===== config.mk =====
export PLATFORM = sky130hd
export DESIGN_NAME = utf8_cyrillic_transliterator
export DESIGN_NICKNAME = d
export VERILOG_FILES = /design/src/utf8cyr_pkg.sv /design/src/utf8cyr_front.sv /design/src/utf8cyr_fifo.sv /design/src/utf8cyr_back.sv /design/src/utf8_cyrillic_transliterator.sv
export SDC_FILE = /design/constraint.sdc
export NUM_CORES = 1
export LEC_CHECK = 0
export ABC_AREA = 1
export BUFFER_PORTS_ARGS = -buffer_cell sky130_fd_sc_hd__buf_2
export CORE_MARGIN = 2
export CORE_UTILIZATION = 45
export DETAILED_ROUTE_END_ITERATION = 10
export PLACE_DENSITY = 0.63
export SKIP_CTS_REPAIR_TIMING = 1
export SLEW_MARGIN = 20
export SYNTH_ARGS = -nofsm -noshare
export SYNTH_HDL_FRONTEND = slang
export SYNTH_SLANG_ARGS = --single-unit

===== constraint.sdc =====
create_clock -name clk_i -period 2.4 [get_ports clk_i]
set_input_delay 0.12 -clock clk_i [delete_from_list [all_inputs] [get_ports clk_i]]
set_output_delay 0.12 -clock clk_i [all_outputs]
set_load 0.005 [all_outputs]

===== src/utf8cyr_pkg.sv =====
// Shared types, constants and letter lookup for the UTF-8 Cyrillic transliterator.
package utf8cyr_pkg;

  // Depth of the queue between the front and back parts.
  localparam int unsigned QDEPTH = 2;
  localparam int unsigned QPTR_W = (QDEPTH > 1) ? $clog2(QDEPTH) : 1;
  localparam int unsigned QCNT_W = $clog2(QDEPTH + 1);

  localparam logic [7:0] LEAD_D0_BYTE = 8'hD0;
  localparam logic [7:0] LEAD_D1_BYTE = 8'hD1;

  // Pending lead byte of a two-byte Cyrillic sequence.
  typedef enum logic [1:0] {
    LEAD_NONE = 2'd0,
    LEAD_D0   = 2'd1,
    LEAD_D1   = 2'd2
  } lead_e;

  // Up to four ASCII characters; chars[0] is sent first.
  typedef struct packed {
    logic [3:0][6:0] chars;
    logic [2:0]      len;
  } spell_t;

  // Builds a spelling from up to four 8-bit character literals.
  function automatic spell_t mk_spell(logic [7:0] c0, logic [7:0] c1, logic [7:0] c2,
                                      logic [7:0] c3, logic [2:0] n);
    spell_t s;
    s.chars[0] = c0[6:0];
    s.chars[1] = c1[6:0];
    s.chars[2] = c2[6:0];
    s.chars[3] = c3[6:0];
    s.len      = n;
    return s;
  endfunction

  localparam spell_t SPELL_NONE = '0;

  // Latin spelling of the 32 basic Russian letters, A through YA.
  function automatic spell_t letter_lookup(logic [4:0] idx);
    spell_t s;
    case (idx)
      5'd0:    s = mk_spell("A", 8'h0, 8'h0, 8'h0, 3'd1);
      5'd1:    s = mk_spell("B", 8'h0, 8'h0, 8'h0, 3'd1);
      5'd2:    s = mk_spell("V", 8'h0, 8'h0, 8'h0, 3'd1);
      5'd3:    s = mk_spell("G", 8'h0, 8'h0, 8'h0, 3'd1);
      5'd4:    s = mk_spell("D", 8'h0, 8'h0, 8'h0, 3'd1);
      5'd5:    s = mk_spell("E", 8'h0, 8'h0, 8'h0, 3'd1);
      5'd6:    s = mk_spell("Z", "H", 8'h0, 8'h0, 3'd2);
      5'd7:    s = mk_spell("Z", 8'h0, 8'h0, 8'h0, 3'd1);
      5'd8:    s = mk_spell("I", 8'h0, 8'h0, 8'h0, 3'd1);
      5'd9:    s = mk_spell("Y", 8'h0, 8'h0, 8'h0, 3'd1);
      5'd10:   s = mk_spell("K", 8'h0, 8'h0, 8'h0, 3'd1);
      5'd11:   s = mk_spell("L", 8'h0, 8'h0, 8'h0, 3'd1);
      5'd12:   s = mk_spell("M", 8'h0, 8'h0, 8'h0, 3'd1);
      5'd13:   s = mk_spell("N", 8'h0, 8'h0, 8'h0, 3'd1);
      5'd14:   s = mk_spell("O", 8'h0, 8'h0, 8'h0, 3'd1);
      5'd15:   s = mk_spell("P", 8'h0, 8'h0, 8'h0, 3'd1);
      5'd16:   s = mk_spell("R", 8'h0, 8'h0, 8'h0, 3'd1);
      5'd17:   s = mk_spell("S", 8'h0, 8'h0, 8'h0, 3'd1);
      5'd18:   s = mk_spell("T", 8'h0, 8'h0, 8'h0, 3'd1);
      5'd19:   s = mk_spell("U", 8'h0, 8'h0, 8'h0, 3'd1);
      5'd20:   s = mk_spell("F", 8'h0, 8'h0, 8'h0, 3'd1);
      5'd21:   s = mk_spell("K", "H", 8'h0, 8'h0, 3'd2);
      5'd22:   s = mk_spell("T", "S", 8'h0, 8'h0, 3'd2);
      5'd23:   s = mk_spell("C", "H", 8'h0, 8'h0, 3'd2);
      5'd24:   s = mk_spell("S", "H", 8'h0, 8'h0, 3'd2);
      5'd25:   s = mk_spell("S", "H", "C", "H", 3'd4);
      5'd26:   s = SPELL_NONE;  // hard sign
      5'd27:   s = mk_spell("Y", 8'h0, 8'h0, 8'h0, 3'd1);
      5'd28:   s = SPELL_NONE;  // soft sign
      5'd29:   s = mk_spell("E", 8'h0, 8'h0, 8'h0, 3'd1);
      5'd30:   s = mk_spell("Y", "U", 8'h0, 8'h0, 3'd2);
      5'd31:   s = mk_spell("Y", "A", 8'h0, 8'h0, 3'd2);
      default: s = SPELL_NONE;
    endcase
    return s;
  endfunction

  // Spelling of the byte that follows a lead byte.
  function automatic spell_t map_second(lead_e lead, logic [7:0] b);
    spell_t s;
    s = SPELL_NONE;
    if (lead == LEAD_D0) begin
      if (b >= 8'h90 && b <= 8'hAF) begin
        s = letter_lookup({b[5], b[3:0]});
      end else if (b >= 8'hB0 && b <= 8'hBF) begin
        s = letter_lookup({1'b0, b[3:0]});
      end else if (b == 8'h84) begin
        s = mk_spell("Y", "E", 8'h0, 8'h0, 3'd2);
      end else if (b == 8'h86 || b == 8'h87) begin
        s = mk_spell("I", 8'h0, 8'h0, 8'h0, 3'd1);
      end
    end else begin
      if (b >= 8'h80 && b <= 8'h8F) begin
        s = letter_lookup({1'b1, b[3:0]});
      end else if (b == 8'h94) begin
        s = mk_spell("y", "e", 8'h0, 8'h0, 3'd2);
      end else if (b == 8'h96 || b == 8'h97) begin
        s = mk_spell("i", 8'h0, 8'h0, 8'h0, 3'd1);
      end
    end
    return s;
  endfunction

endpackage


===== src/utf8cyr_front.sv =====
// Front part: accepts input bytes, tracks lead and skip state, and builds spellings.
module utf8cyr_front (
  input  logic                  clk_i,
  input  logic                  rst_ni,
  input  logic                  in_valid_i,
  output logic                  in_stall_o,
  input  logic [7:0]            text_byte_i,
  input  logic                  end_of_string_i,
  input  logic                  q_full_i,
  output logic                  q_push_o,
  output utf8cyr_pkg::spell_t   q_data_o
);
  import utf8cyr_pkg::*;

  lead_e      lead_q, lead_d;
  logic [1:0] skip_q, skip_d;
  spell_t     spell;
  logic       accept;

  // A byte is taken whenever the queue has room.
  assign in_stall_o = q_full_i;
  assign accept     = in_valid_i & ~q_full_i;

  // Classify the byte against the current state.
  always_comb begin
    lead_d = lead_q;
    skip_d = skip_q;
    spell  = SPELL_NONE;
    if (skip_q != 2'd0) begin
      skip_d = skip_q - 2'd1;
    end else if (lead_q != LEAD_NONE) begin
      spell  = map_second(lead_q, text_byte_i);
      lead_d = LEAD_NONE;
    end else if (!text_byte_i[7]) begin
      spell = mk_spell(text_byte_i, 8'h0, 8'h0, 8'h0, 3'd1);
    end else if (text_byte_i == LEAD_D0_BYTE) begin
      lead_d = LEAD_D0;
    end else if (text_byte_i == LEAD_D1_BYTE) begin
      lead_d = LEAD_D1;
    end else if (text_byte_i[7:4] == 4'hF) begin
      skip_d = 2'd3;
    end else if (text_byte_i[7:4] == 4'hE) begin
      skip_d = 2'd2;
    end else begin
      skip_d = 2'd1;
    end
    // The end of a string drops any unfinished sequence.
    if (end_of_string_i) begin
      lead_d = LEAD_NONE;
      skip_d = 2'd0;
    end
  end

  // Only bytes that produce characters go into the queue.
  assign q_push_o = accept & (spell.len != 3'd0);
  assign q_data_o = spell;

  // Sequence state.
  always_ff @(posedge clk_i or negedge rst_ni) begin
    if (!rst_ni) begin
      lead_q <= LEAD_NONE;
      skip_q <= 2'd0;
    end else if (accept) begin
      lead_q <= lead_d;
      skip_q <= skip_d;
    end
  end

endmodule


===== src/utf8cyr_fifo.sv =====
// Short queue of spellings between the front and back parts.
module utf8cyr_fifo (
  input  logic                  clk_i,
  input  logic                  rst_ni,
  input  logic                  push_i,
  input  utf8cyr_pkg::spell_t   push_data_i,
  output logic                  full_o,
  input  logic                  pop_i,
  output logic                  empty_o,
  output utf8cyr_pkg::spell_t   pop_data_o
);
  import utf8cyr_pkg::*;

  spell_t              mem_q [QDEPTH];
  logic [QPTR_W-1:0]   wr_ptr_q, rd_ptr_q;
  logic [QCNT_W-1:0]   count_q;
  logic                do_push, do_pop;

  assign full_o     = (count_q == QCNT_W'(QDEPTH));
  assign empty_o    = (count_q == '0);
  assign do_push    = push_i & ~full_o;
  assign do_pop     = pop_i & ~empty_o;
  assign pop_data_o = mem_q[rd_ptr_q];

  // Storage entries.
  always_ff @(posedge clk_i) begin
    if (do_push) begin
      mem_q[wr_ptr_q] <= push_data_i;
    end
  end

  // Pointers and fill count.
  always_ff @(posedge clk_i or negedge rst_ni) begin
    if (!rst_ni) begin
      wr_ptr_q <= '0;
      rd_ptr_q <= '0;
      count_q  <= '0;
    end else begin
      if (do_push) begin
        wr_ptr_q <= (wr_ptr_q == QPTR_W'(QDEPTH - 1)) ? '0 : wr_ptr_q + 1'b1;
      end
      if (do_pop) begin
        rd_ptr_q <= (rd_ptr_q == QPTR_W'(QDEPTH - 1)) ? '0 : rd_ptr_q + 1'b1;
      end
      if (do_push && !do_pop) begin
        count_q <= count_q + 1'b1;
      end else if (do_pop && !do_push) begin
        count_q <= count_q - 1'b1;
      end
    end
  end

endmodule


===== src/utf8cyr_back.sv =====
// Back part: sends spelling characters one per unstalled cycle from an output register.
module utf8cyr_back (
  input  logic                  clk_i,
  input  logic                  rst_ni,
  input  logic                  q_empty_i,
  input  utf8cyr_pkg::spell_t   q_data_i,
  output logic                  q_pop_o,
  output logic                  out_valid_o,
  input  logic                  out_stall_i,
  output logic [6:0]            out_char_o,
  output logic                  last_of_run_o
);
  import utf8cyr_pkg::*;

  logic            valid_q;
  logic [6:0]      char_q;
  logic [2:0][6:0] rest_q;
  logic [1:0]      left_q;
  logic            xfer;
  logic            free;

  assign xfer = valid_q & ~out_stall_i;
  // The output register frees up when it is empty or its last character leaves.
  assign free    = ~valid_q | (xfer & (left_q == 2'd0));
  assign q_pop_o = free & ~q_empty_i;

  assign out_valid_o   = valid_q;
  assign out_char_o    = char_q;
  assign last_of_run_o = (left_q == 2'd0);

  // Valid flag and count of characters still behind the one on show.
  always_ff @(posedge clk_i or negedge rst_ni) begin
    if (!rst_ni) begin
      valid_q <= 1'b0;
      left_q  <= 2'd0;
    end else if (q_pop_o) begin
      valid_q <= 1'b1;
      left_q  <= 2'(q_data_i.len - 3'd1);
    end else if (free) begin
      valid_q <= 1'b0;
    end else if (xfer) begin
      left_q <= left_q - 2'd1;
    end
  end

  // Character register and the shift line of those still to come.
  always_ff @(posedge clk_i) begin
    if (q_pop_o) begin
      char_q <= q_data_i.chars[0];
      rest_q <= {q_data_i.chars[3], q_data_i.chars[2], q_data_i.chars[1]};
    end else if (xfer) begin
      char_q <= rest_q[0];
      rest_q <= {7'd0, rest_q[2], rest_q[1]};
    end
  end

endmodule


===== src/utf8_cyrillic_transliterator.sv =====
// Top level of the UTF-8 Cyrillic to ASCII transliterator.
// Path: an accepted byte's spelling is written into the queue, then popped into the
// output register when that is free, where its first character is offered.
// Throughput: one byte per cycle while each yields at most one character and the
// output does not stall; a byte that yields several characters holds the
// one-character-per-cycle output register until its last character has left.
// Reset clears the lead and skip state, the queue and the output register.
module utf8_cyrillic_transliterator (
  input  logic       clk_i,
  input  logic       rst_ni,
  input  logic       in_valid_i,
  output logic       in_stall_o,
  input  logic [7:0] text_byte_i,
  input  logic       end_of_string_i,
  output logic       out_valid_o,
  input  logic       out_stall_i,
  output logic [6:0] out_char_o,
  output logic       last_of_run_o
);
  import utf8cyr_pkg::*;

  logic   q_push, q_full, q_pop, q_empty;
  spell_t q_wdata, q_rdata;

  // Byte classification and sequence state.
  utf8cyr_front u_front (
    .clk_i           (clk_i),
    .rst_ni          (rst_ni),
    .in_valid_i      (in_valid_i),
    .in_stall_o      (in_stall_o),
    .text_byte_i     (text_byte_i),
    .end_of_string_i (end_of_string_i),
    .q_full_i        (q_full),
    .q_push_o        (q_push),
    .q_data_o        (q_wdata)
  );

  // Decoupling queue.
  utf8cyr_fifo u_fifo (
    .clk_i       (clk_i),
    .rst_ni      (rst_ni),
    .push_i      (q_push),
    .push_data_i (q_wdata),
    .full_o      (q_full),
    .pop_i       (q_pop),
    .empty_o     (q_empty),
    .pop_data_o  (q_rdata)
  );

  // Character output.
  utf8cyr_back u_back (
    .clk_i         (clk_i),
    .rst_ni        (rst_ni),
    .q_empty_i     (q_empty),
    .q_data_i      (q_rdata),
    .q_pop_o       (q_pop),
    .out_valid_o   (out_valid_o),
    .out_stall_i   (out_stall_i),
    .out_char_o    (out_char_o),
    .last_of_run_o (last_of_run_o)
  );

endmodule


# Yosys cells after proc, flatten, opt, wreduce, memory -nomap -nowiden
# Memories as Yosys holds them, arrays and structs flattened.
# Cells that the tools add are included.
[totals] romBits=784 n_memories=3 output_inout_bits=10 register_bits=39 ram_bits=62 inputBits=13 wordCells=137
[memory_table] memory="(no name shown)" depth=32 width=20 rd=1 rd_ports_with_merged_regs=0 wr=0 line="utf8cyr_pkg.sv:42" rtl="case (idx)"
[memory_table] memory="(no name shown)" depth=16 width=9 rd=1 rd_ports_with_merged_regs=0 wr=0 line="utf8cyr_pkg.sv:42"
[memory_table] memory="u_fifo.mem_q" depth=2 width=31 rd=1 rd_ports_with_merged_regs=0 wr=1 line="utf8cyr_fifo.sv:14" rtl="spell_t mem_q [QDEPTH];"
[op_classes] reduce_logical=25 n_addsub=7 n_bitwise=12 eq_ne=32 n_lt_le_gt_ge=6 n_mux=41
[op_table] cell="$pmux W31 S15" n=1
[op_table] cell="$mux W31" n=8
[op_table] cell="$eq A8 B8 Y1 const B" n=8
[op_table] cell="$mux W21" n=2
[op_table] cell="$eq A4 B4 Y1 const B" n=10
[op_table] cell="$mux W2" n=19
[op_table] cell="$mux W10" n=3
[op_table] cell="$ge A8 B8 Y1 const B" n=3
[op_table] cell="$le A8 B8 Y1 const B" n=3
[op_table] cell="$eq A4 B3 Y1 const B" n=4
[op_table] cell="$mux W7" n=2
[op_table] cell="$reduce_bool A2 Y1" n=5
[op_table] cell="$ne A3 B2 Y1 const B" n=3
[op_table] cell="$reduce_bool A3 Y1" n=3
[op_table] cell="$eq A4 B2 Y1 const B" n=2
[op_table] cell="$sub A2 B1 Y2 const B" n=4
[op_table] cell="$and A1 B1 Y1" n=7
[op_table] cell="$mux W1" n=6
[op_table] cell="$logic_and A1 B1 Y1" n=5
[op_table] cell="$reduce_and A5 Y1" n=1
[op_table] cell="$eq A4 B1 Y1 const B" n=1
[op_table] cell="$logic_not A2 Y1" n=2
[op_table] cell="$logic_not A4 Y1" n=1
[op_table] cell="$ne A2 B2 Y1 const B" n=2
[op_table] cell="12 further kinds" n=18

# Logic depth before layout (Yosys ltp)
# Gate-level depths: netlist of the first run.
[logic_depth] word_depth=16 depth_mapped=21 ltp_nobuf=21

# Hierarchy
# From an unflattened synthesis of the first run, not the netlist that was laid out.
[unflattened] hier_cells=663 hier_area_um2=5582.9
[modules_own_cells] mod="utf8cyr_fifo" area_per_inst_um2=2492.4 seq_area_each_um2=1961.9 cells_each=194 n_inst=1
[modules_own_cells] mod="utf8cyr_front" area_per_inst_um2=1686.6 seq_area_each_um2=100.1 cells_each=322 n_inst=1
[modules_own_cells] mod="utf8cyr_back" area_per_inst_um2=1403.8 seq_area_each_um2=915.9 cells_each=147 n_inst=1

# Worst setup path before layout of the first run
# No wires, ideal clock.
[synth_path] path_kind="input-to-reg" startpoint="input text_byte_i[0]" endpoint="memory u_fifo.mem_q[1][0] (netlist name), enable pin" setup_time_ns=0.391 t_arrival_ns=2.255 slack_ns=-0.245 t_required_ns=2.009 path_stages=17 n_path_buf=0 path_cell_list="inv_1 > ha_1 > inv_1 > nand2_1 > nand3_1 > nand2_1 > nor2_1 > nand3_2 > nand2_1 > nand2_1 > nand2_1 > nand2_1 > nand2_1 > nand2_1 > nand2_1 > nand2_1 > nor2_1"
[synth_via] elab_chain_len=14
[synth_lines] item="start: declaration" line="utf8_cyrillic_transliterator.sv:13" rtl="input logic [7:0] text_byte_i,"
[synth_lines] item="parallel branches: the longest is 6 deep, another holds $ge A8 B8 Y1"
[synth_lines] item="$mux W31 (*)" line="utf8cyr_pkg.sv:84" rtl="if (lead == LEAD_D0) begin"
[synth_lines] item="$mux W31 (*)" line="utf8cyr_front.sv:31" rtl="end else if (lead_q != LEAD_NONE) begin"
[synth_lines] item="$mux W31 (*)" line="utf8cyr_front.sv:29" rtl="if (skip_q != 2'd0) begin"
[synth_lines] item="$reduce_bool A3 Y1 (*)" line="utf8cyr_front.sv:55" rtl="assign q_push_o = accept & (spell.len != 3'd0);"
[synth_lines] item="$and A1 B1 Y1 (*)" line="utf8cyr_front.sv:55"
[synth_lines] item="$and A1 B1 Y1 (*)" line="utf8cyr_fifo.sv:21" rtl="assign do_push = push_i & ~full_o;"
[synth_lines] item="$mux W1 (*)" line="utf8cyr_fifo.sv:27" rtl="if (do_push) begin"
[synth_lines] item="$mux W1 (not written as such) (*)" line="utf8cyr_fifo.sv:28" rtl="mem_q[wr_ptr_q] <= push_data_i;"
[synth_lines] item="end: declaration" line="utf8cyr_fifo.sv:14"
# Mark *: on every way between the ends. The select of a mux whose other input is x is not followed.

# Worst setup path after layout of the first run
[layout_path] startpoint="register u_front.lead_q[1]" endpoint="register u_fifo.count_q[1]"
[layout_via] elab_chain_len=10
[layout_lines] item="start: declaration" line="utf8cyr_front.sv:15" rtl="lead_e lead_q, lead_d;"
[layout_lines] item="start signal: assignment" line="utf8cyr_front.sv:64" rtl="lead_q <= lead_d;"
[layout_lines] item="$eq A2 B1 Y1" line="utf8cyr_pkg.sv:84"
[layout_lines] item="$mux W31" line="utf8cyr_pkg.sv:84"
[layout_lines] item="$mux W31 (*)" line="utf8cyr_front.sv:31"
[layout_lines] item="$mux W31 (*)" line="utf8cyr_front.sv:29"
[layout_lines] item="$reduce_bool A3 Y1 (*)" line="utf8cyr_front.sv:55"
[layout_lines] item="$and A1 B1 Y1 (*)" line="utf8cyr_front.sv:55"
[layout_lines] item="$and A1 B1 Y1 (*)" line="utf8cyr_fifo.sv:21"
[layout_lines] item="named net u_fifo.do_push" line="utf8cyr_fifo.sv:17" rtl="logic do_push, do_pop;"
[layout_lines] item="$logic_not A1 Y1" line="utf8cyr_fifo.sv:47" rtl="end else if (do_pop && !do_push) begin"
[layout_lines] item="$logic_and A1 B1 Y1" line="utf8cyr_fifo.sv:47"
[layout_lines] item="$reduce_bool A2 Y1 (no source line)"
[layout_lines] item="end signal: assignment" line="utf8cyr_fifo.sv:46" rtl="count_q <= count_q + 1'b1;"
[layout_lines] item="end signal: assignment" line="utf8cyr_fifo.sv:48" rtl="count_q <= count_q - 1'b1;"
[layout_lines] item="end: declaration" line="utf8cyr_fifo.sv:16" rtl="logic [QCNT_W-1:0] count_q;"
# Mark *: on every way through the listed nets, which the timed path passes. The rest lies on a longest branch.
# A chain may end at the register's enable or synchronous reset.

==> flow_summary.yaml, run 1 <==
finish:
  layout-drive-gt1-share: 0.230
  final_cells: 652
  layout.core_utilization: 0.571
  n_antenna_cell: 0
  fin_nets: 564
  areaGrowthSynthToFinish_pct: 24.0
clock_tree:
  ctsHtreeMaxLevel: 3
  cts_sinks: 62
  clk_transition_reported_paths_ns: 0.07
  tritoncts: "built"
  cts_made_buffers: 9
  worst_skew_pair.late_latency_ns: 0.33
  max-clock-path-buffers: 2
  cts.root.buffer_cell: "sky130_fd_sc_hd__clkbuf_8"
run_status:
  run_status: "complete, no violations"
die:
  start_util: 0.461
  num_io_pins: 23
  num_rows: 33
  core_region_area_sq_mm: 0.00813
  fp.dieArea_sq_mm: 0.00907
  chipWidth_um: 95.3
  die_y_um: 95.3
synthesis:
  synth_async_sr_flop_share: 0.177
  syn-instance-count: 462
  syn-cell-area_sq_mm: 0.00375
  yosys_warnings: 0
  syn-mean-instance-area_sq_um: 8.11
  synth_edf_count: 51
  synth_cell_types: 38
  synthesis.nets: 484
  yosys_register_bits: 62
  synth-seq-area-share: 0.482
  main_flop_type_after_synthesis: "sky130_fd_sc_hd__edfxtp_1"
job:
  max_cap_viol_count: 0
setup_path:
  worst_ep_required_time_ns: 2.62
  worstPathMaxFanout: 6
  end_kind: "flop"
  critical-path-max-stage-delay_ns: 0.46
  reg2regPathDepth: 12
  rr_endpoint: "u_fifo.count_q[1]$_DFFE_PN0P_"
  criticalPathCategory: "flop to flop"
  rrSetupSlack_ns: 0.19
  regToRegStartpoint: "u_front.lead_q[1]$_DFFE_PN0P_"
  critical_path.slowest_cell: "sky130_fd_sc_hd__dfrtp_2"
  crit_top_cell: "sky130_fd_sc_hd__nand2_1"
  crit_path_start_kind: "flop"
  worst_ep_arrival_time_ns: 2.43
  timing.critical_path.cells: "nor2_1 -> inv_1 -> nand2_1 -> nor3_2 -> nor2_1 -> nand2_1 -> nand2_1 -> inv_1 -> ha_1 -> a21oi_1 -> o21ai_0 -> xor2_1"
global_route:
  maximum_number_of_pins_on_one_net_before_global_route_repair: 19
  grt_use_total: 0.243
  grt_first_pass_wirelength_mm: 16.7
  grt.overflow.total: 0
  grt_pass1_vias: 3326
  antenna_found_initial: 0
timing:
  finalSetupViolations: 0
  final_hold_viol_count: 0
  tns_ns: 0
  min_period_over_period: 0.921
  achievable-frequency_mhz: 452
  min_period_ns: 2.21
  relSlewSlack: 0.679
  finClkSkew_ns: 0.0122
  timing_worst_slew_pin_value_ns: 0.482
  grt_setup_unrepaired: "false"
  final.setup.worst_slack_ns: 0.188
  pins_over_their_slew_limit: 0
worst_hold_path:
  hold_end: "u_front.skip_q[1]$_DFFE_PN0P_"
  min-delay-start: "end_of_string_i"
  hold-path-cell-count: 4
  hold_path_class: "primary input to flop"
drt:
  vias_per_std_cell: 5.35
  post-route-drc-count: 0
  drt-pass1-iter-count: 6
  detailedRoute.firstIterationViolations: 215
  postRouteAntennaNets: 0
  wirelength_mm: 10.3
  post_drt_wl_per_cell_um: 15.8
  num_vias: 3485
placement:
  placed_cells_incl_taps: 635
  place_congestion: 0.950
  io_buffer_count: 22
  detailedPlace.worstSlack_ns: -0.113
  detailed_place_hpwl_mm: 7.91
power:
  power_leakage_nw: 2.05
  total_power_mw: 4.27
  peak_supply_drop_mv: 0.364
  powerDensity_mw_per_mm2: 919
## registers in the layout (all words and copies together), names as in the netlist, 2 cells and up
signal,cells
u_back.out_char_o,7
u_front.skip_q,2
u_back.left_q,2
u_fifo.mem_q,34
u_back.rest_q,10
u_fifo.count_q,2
u_front.lead_q,2
## cell usage after synthesis (2+ instances only)
library cell | n | area share
sky130_fd_sc_hd__nor2_1 | 55 | 0.055
sky130_fd_sc_hd__a21oi_1 | 25 | 0.033
sky130_fd_sc_hd__o31ai_1 | 4 | 0.0080
sky130_fd_sc_hd__nand4_1 | 7 | 0.012
sky130_fd_sc_hd__nand3_1 | 31 | 0.041
sky130_fd_sc_hd__clkinv_1 | 2 | 0.0020
sky130_fd_sc_hd__nor3_1 | 11 | 0.015
sky130_fd_sc_hd__a31oi_1 | 15 | 0.025
sky130_fd_sc_hd__edfxtp_1 | 51 | 0.41
sky130_fd_sc_hd__ha_1 | 9 | 0.030
sky130_fd_sc_hd__a22oi_1 | 2 | 0.0040
sky130_fd_sc_hd__nor2_4 | 2 | 0.0060
sky130_fd_sc_hd__o21ai_1 | 2 | 0.0027
sky130_fd_sc_hd__inv_1 | 49 | 0.049
sky130_fd_sc_hd__a211oi_1 | 2 | 0.0040
sky130_fd_sc_hd__o21ai_0 | 37 | 0.049
sky130_fd_sc_hd__clkbuf_1 | 8 | 0.0080
sky130_fd_sc_hd__xor2_1 | 2 | 0.0047
sky130_fd_sc_hd__mux2i_1 | 2 | 0.0053
sky130_fd_sc_hd__dfrtp_1 | 11 | 0.073
sky130_fd_sc_hd__buf_2 | 7 | 0.0093
sky130_fd_sc_hd__o211ai_1 | 7 | 0.014
sky130_fd_sc_hd__or2_2 | 2 | 0.0033
sky130_fd_sc_hd__nand2_1 | 105 | 0.11
## through the flow
step / instance area, sq um / hold slack, ns
after floorplan: 3750 / -0.176
after global placement: 4410 / -0.00360
after detailed placement: 4410 / 0.00719
after CTS: 4600 / -0.352
after global routing: 4650 / 0.155
final: 4650 / 0.123
## cells in the final DEF (no fill, tap or decap), types with 2 or more instances in the layout
master / count
sky130_fd_sc_hd__ha_2: 4
sky130_fd_sc_hd__dfrtp_1: 10
sky130_fd_sc_hd__nor3_1: 10
sky130_fd_sc_hd__nor2_2: 4
sky130_fd_sc_hd__clkbuf_8: 9
sky130_fd_sc_hd__a211oi_1: 2
sky130_fd_sc_hd__mux2i_1: 2
sky130_fd_sc_hd__o21ai_0: 37
sky130_fd_sc_hd__clkinv_1: 2
sky130_fd_sc_hd__nand3_1: 30
sky130_fd_sc_hd__nor2_1: 50
sky130_fd_sc_hd__nand4_1: 7
sky130_fd_sc_hd__o211ai_1: 7
sky130_fd_sc_hd__a22oi_1: 2
sky130_fd_sc_hd__inv_2: 4
sky130_fd_sc_hd__o31ai_1: 4
sky130_fd_sc_hd__buf_12: 2
sky130_fd_sc_hd__clkinvlp_4: 3
sky130_fd_sc_hd__nand2_1: 105
sky130_fd_sc_hd__or2_2: 2
sky130_fd_sc_hd__edfxtp_1: 51
sky130_fd_sc_hd__nand3_2: 2
sky130_fd_sc_hd__clkinv_2: 2
sky130_fd_sc_hd__buf_2: 22
sky130_fd_sc_hd__a31oi_1: 15
sky130_fd_sc_hd__o21ai_2: 2
sky130_fd_sc_hd__ha_1: 5
sky130_fd_sc_hd__nor2_4: 3
sky130_fd_sc_hd__inv_1: 46
sky130_fd_sc_hd__a21oi_1: 25
sky130_fd_sc_hd__xor2_1: 2
sky130_fd_sc_hd__buf_4: 61
## metal layers
layer  GRT usage  up-vias  share of wire
li1            -     1749              -
met1       0.310     1621           0.44
met2       0.416       96           0.49
met3      0.0419       19          0.045
met4      0.0833        0          0.025
met5           0        -              0
## kinds of logic (layout without fill, tap and decap cells)
logic type,after synthesis,in the layout,share of synthesized area
compound gates,101,101,0.156
xor+xnor,3,3,0.00701
fa+ha+maj,9,9,0.0301
simple gates,216,216,0.245
flops,62,62,0.482
buf+inv,69,154,0.0745
mux,2,2,0.00534
## how the worst max path moves through the flow
stage	start	end	slack (ns)
3_3_place_gp	text_byte_i[0]	u_fifo.count_q[1]$_DFFE_PN0P_	-0.04
4_1_cts	u_front.lead_q[1]$_DFFE_PN0P_	u_fifo.count_q[1]$_DFFE_PN0P_	0.07
2_1_floorplan	text_byte_i[0]	u_fifo.mem_q[1][0]$_DFFE_PP_	0.03
5_1_grt	u_front.lead_q[1]$_DFFE_PN0P_	u_fifo.count_q[1]$_DFFE_PN0P_	0.001
3_5_place_dp	text_byte_i[0]	u_fifo.count_q[1]$_DFFE_PN0P_	-0.11
6_report	u_front.lead_q[1]$_DFFE_PN0P_	u_fifo.count_q[1]$_DFFE_PN0P_	0.19
## final cells by class
type,count,area (sq um)
Fill cell,756,3490
Sequential cell,62,1810
Multi-Input combinational cell,331,1700
Timing Repair Buffer,86,618
Inverter,52,195
Tap cell,105,131
Clock buffer,10,128
Clock inverter,6,62.6
## critical path, delay by kind of cell, from the launching register on
kind / cells / cell delay, ns
buffers and inverters: 2 / 0.24
and+or+nand+nor: 6 / 0.80
AOI/OAI and AO/OA: 2 / 0.21
xor gates and xnor gates: 1 / 0.15
adders and majority gates: 1 / 0.23
DFF: 1 / 0.46
## power breakdown
part / switching (mW) / internal [mW]
sequential: 0.120 / 1.60
combinational: 1.07 / 0.613
clock: 0.393 / 0.475
Power figures use the tool's default switching activity.
==> run 2, diff against run 1 <==
SETUP_SLACK_MARGIN = 0.4   (was default)
==> run 2 against run 1 <==
Die area unchanged. Critical path depth increased by 8. Final area increased by 4.0%. Worst setup slack improved by 0.24 ns. Largest cell class is now multi-input gates.
==> flow_summary.yaml, run 2 (synthesized netlist as in run 1, its figures left out) <==
timing:
  finClkSkew_ns: 0.0155
  finalSetupViolations: 0
  achievable-frequency_mhz: 507
  grt_setup_unrepaired: "true"
  pins_over_their_slew_limit: 0
  holdWs_ns: 0.114
  final.setup.worst_slack_ns: 0.428
  min_period_over_period: 0.821
  min_period_ns: 1.97
  relSlewSlack: 0.680
  timing_worst_slew_pin_value_ns: 0.476
  final_hold_viol_count: 0
clock_tree:
  cts_sinks: 62
  max-clock-path-buffers: 2
  cts_made_buffers: 9
  tritoncts: "built"
  cts.root.buffer_cell: "sky130_fd_sc_hd__clkbuf_8"
  clk_transition_reported_paths_ns: 0.07
  ctsHtreeMaxLevel: 3
  worst_skew_pair.late_latency_ns: 0.34
global_route:
  antenna_found_initial: 0
  grt_pass1_vias: 3333
  grt.overflow.total: 0
  grt_use_total: 0.240
  grt_first_pass_wirelength_mm: 16.5
  maximum_number_of_pins_on_one_net_before_global_route_repair: 19
finish:
  fin_nets: 556
  layout.cells.most_common: "sky130_fd_sc_hd__nand2_1"
  n_antenna_cell: 0
  regMostFlops: "u_fifo.mem_q"
  areaGrowthSynthToFinish_pct: 28.9
  layout-drive-gt1-share: 0.280
  layout.core_utilization: 0.594
  largest_register_ffs: 34
  commonest_cells_after_routing_fill_and_taps_aside: "sky130_fd_sc_hd__nand2_1 (96), sky130_fd_sc_hd__edfxtp_1 (51), sky130_fd_sc_hd__buf_4 (49), sky130_fd_sc_hd__nor2_1 (43), sky130_fd_sc_hd__inv_1 (39)"
power:
  clock_power_share: 0.198
  power_internal_mw: 2.77
  power.sequential.fraction: 0.385
  power_leakage_nw: 2.05
  peak_supply_drop_mv: 0.293
  total_power_mw: 4.44
  combinational_share_of_power: 0.417
  powerDensity_mw_per_mm2: 919
  power.net_switching_mw: 1.67
  netSwitchingFraction: 0.377
setup_path:
  criticalPathCategory: "primary input to flop"
  reg2regPathDepth: 13
  worst_ep_required_time_ns: 2.62
  setup.worst_path.start: "text_byte_i[0]"
  rr_endpoint: "u_fifo.count_q[1]$_DFFE_PN0P_"
  worst_ep_arrival_time_ns: 2.19
  critPathCapture: "u_fifo.count_q[1]$_DFFE_PN0P_"
  crit_path_start_kind: "primary input"
  worstPathMaxFanout: 4
  rrSetupSlack_ns: 0.47
  regToRegStartpoint: "u_front.lead_q[1]$_DFFE_PN0P_"
  end_kind: "flop"
drt:
  detailedRoute.firstIterationViolations: 213
  post_drt_wl_per_cell_um: 16.3
  vias_per_std_cell: 5.54
  post-route-drc-count: 0
  num_vias: 3567
  postRouteAntennaNets: 0
  drt-pass1-iter-count: 5
  wirelength_mm: 10.5
die:
  fp.dieArea_sq_mm: 0.00907
  chipWidth_um: 95.3
  num_io_pins: 23
  num_rows: 33
  core_region_area_sq_mm: 0.00813
  start_util: 0.461
  die_y_um: 95.3
placement:
  place_congestion: 0.950
  io_buffer_count: 22
  detailedPlace.worstSlack_ns: -0.0447
  detailed_place_hpwl_mm: 7.64
job:
  max_cap_viol_count: 0
run_status:
  run_status: "complete, no violations"
worst_hold_path:
  hold_path_class: "primary input to flop"
  min-delay-start: "end_of_string_i"
run 2: cell count changes in the layout (fill, tap and decap cells not counted), sizes merged:
cell,before,now
buf,85,77
clkinvlp,3,6
inv,50,47
run 2: worst min-delay path by stage:
stage	to	slack, ns	depth (start not counted)
after global placement	u_back.left_q[1]$_DFFE_PN0P_	-0.002	1
final	u_front.skip_q[1]$_DFFE_PN0P_	0.11	4
after floorplan	u_back.left_q[0]$_DFFE_PN0P_	-0.18	0
after detailed placement	u_fifo.rd_ptr_q$_DFFE_PN0P_	0.005	1
after CTS	u_back.out_valid_o$_DFFE_PN0P_	-0.37	1
after global routing	u_front.skip_q[1]$_DFFE_PN0P_	0.13	4
run 2: metal layers:
metal  routed length (um)  up-vias  global-route usage  share of wire
met4                  348        0               0.106          0.033
li1                     -     1735                   -              -
met5                    0        -                   0              0
met2                 5280      128               0.401           0.50
met1                 4330     1673               0.302           0.41
met3                  526       31              0.0474          0.050
run 2: stage by stage:
step	setup TNS, ns	area [sq um]	cells
after floorplan	0	3860	462
after global placement	0	4370	618
after detailed placement	-0.0447	4370	618
after CTS	0	4570	634
after global routing	0	4830	644
final	0	4830	644
run 2: critical path: stages:
cell	delay, ns
sky130_fd_sc_hd__buf_12	0.11
sky130_fd_sc_hd__clkinvlp_4	0.12
sky130_fd_sc_hd__ha_4	0.18
sky130_fd_sc_hd__inv_4	0.05
sky130_fd_sc_hd__buf_4	0.13
sky130_fd_sc_hd__o21ai_1	0.11
sky130_fd_sc_hd__nand2_1	0.10
sky130_fd_sc_hd__nand2_1	0.07
sky130_fd_sc_hd__nand2_1	0.06
sky130_fd_sc_hd__nand2_1	0.08
sky130_fd_sc_hd__nand3_2	0.09
sky130_fd_sc_hd__a21oi_2	0.16
sky130_fd_sc_hd__nor2_1	0.07
sky130_fd_sc_hd__nand2_2	0.09
sky130_fd_sc_hd__nand2_4	0.07
sky130_fd_sc_hd__inv_2	0.07
sky130_fd_sc_hd__ha_4	0.20
sky130_fd_sc_hd__a21oi_2	0.09
sky130_fd_sc_hd__o21ai_1	0.08
sky130_fd_sc_hd__xor2_1	0.14
run 2: layout make-up:
cell class              instances  area (sq um)
fillers                       715          3300
multi-input cells             331          1880
flip-flops and latches         62          1810
repair buffers                 78           603
inverters                      52           213
well taps                     105           131
clock buffers                  10           128
clock inverters                 6          63.8
run 2: power by group through the flow:
stage	clock network [mW]	logic [mW]	registers, mW
2_1_floorplan	0	1.09	1.71
3_3_place_gp	0	1.66	1.72
3_5_place_dp	0	1.70	1.74
4_1_cts	0.901	1.70	1.71
5_1_grt	0.944	2.08	1.75
6_report	0.878	1.85	1.71
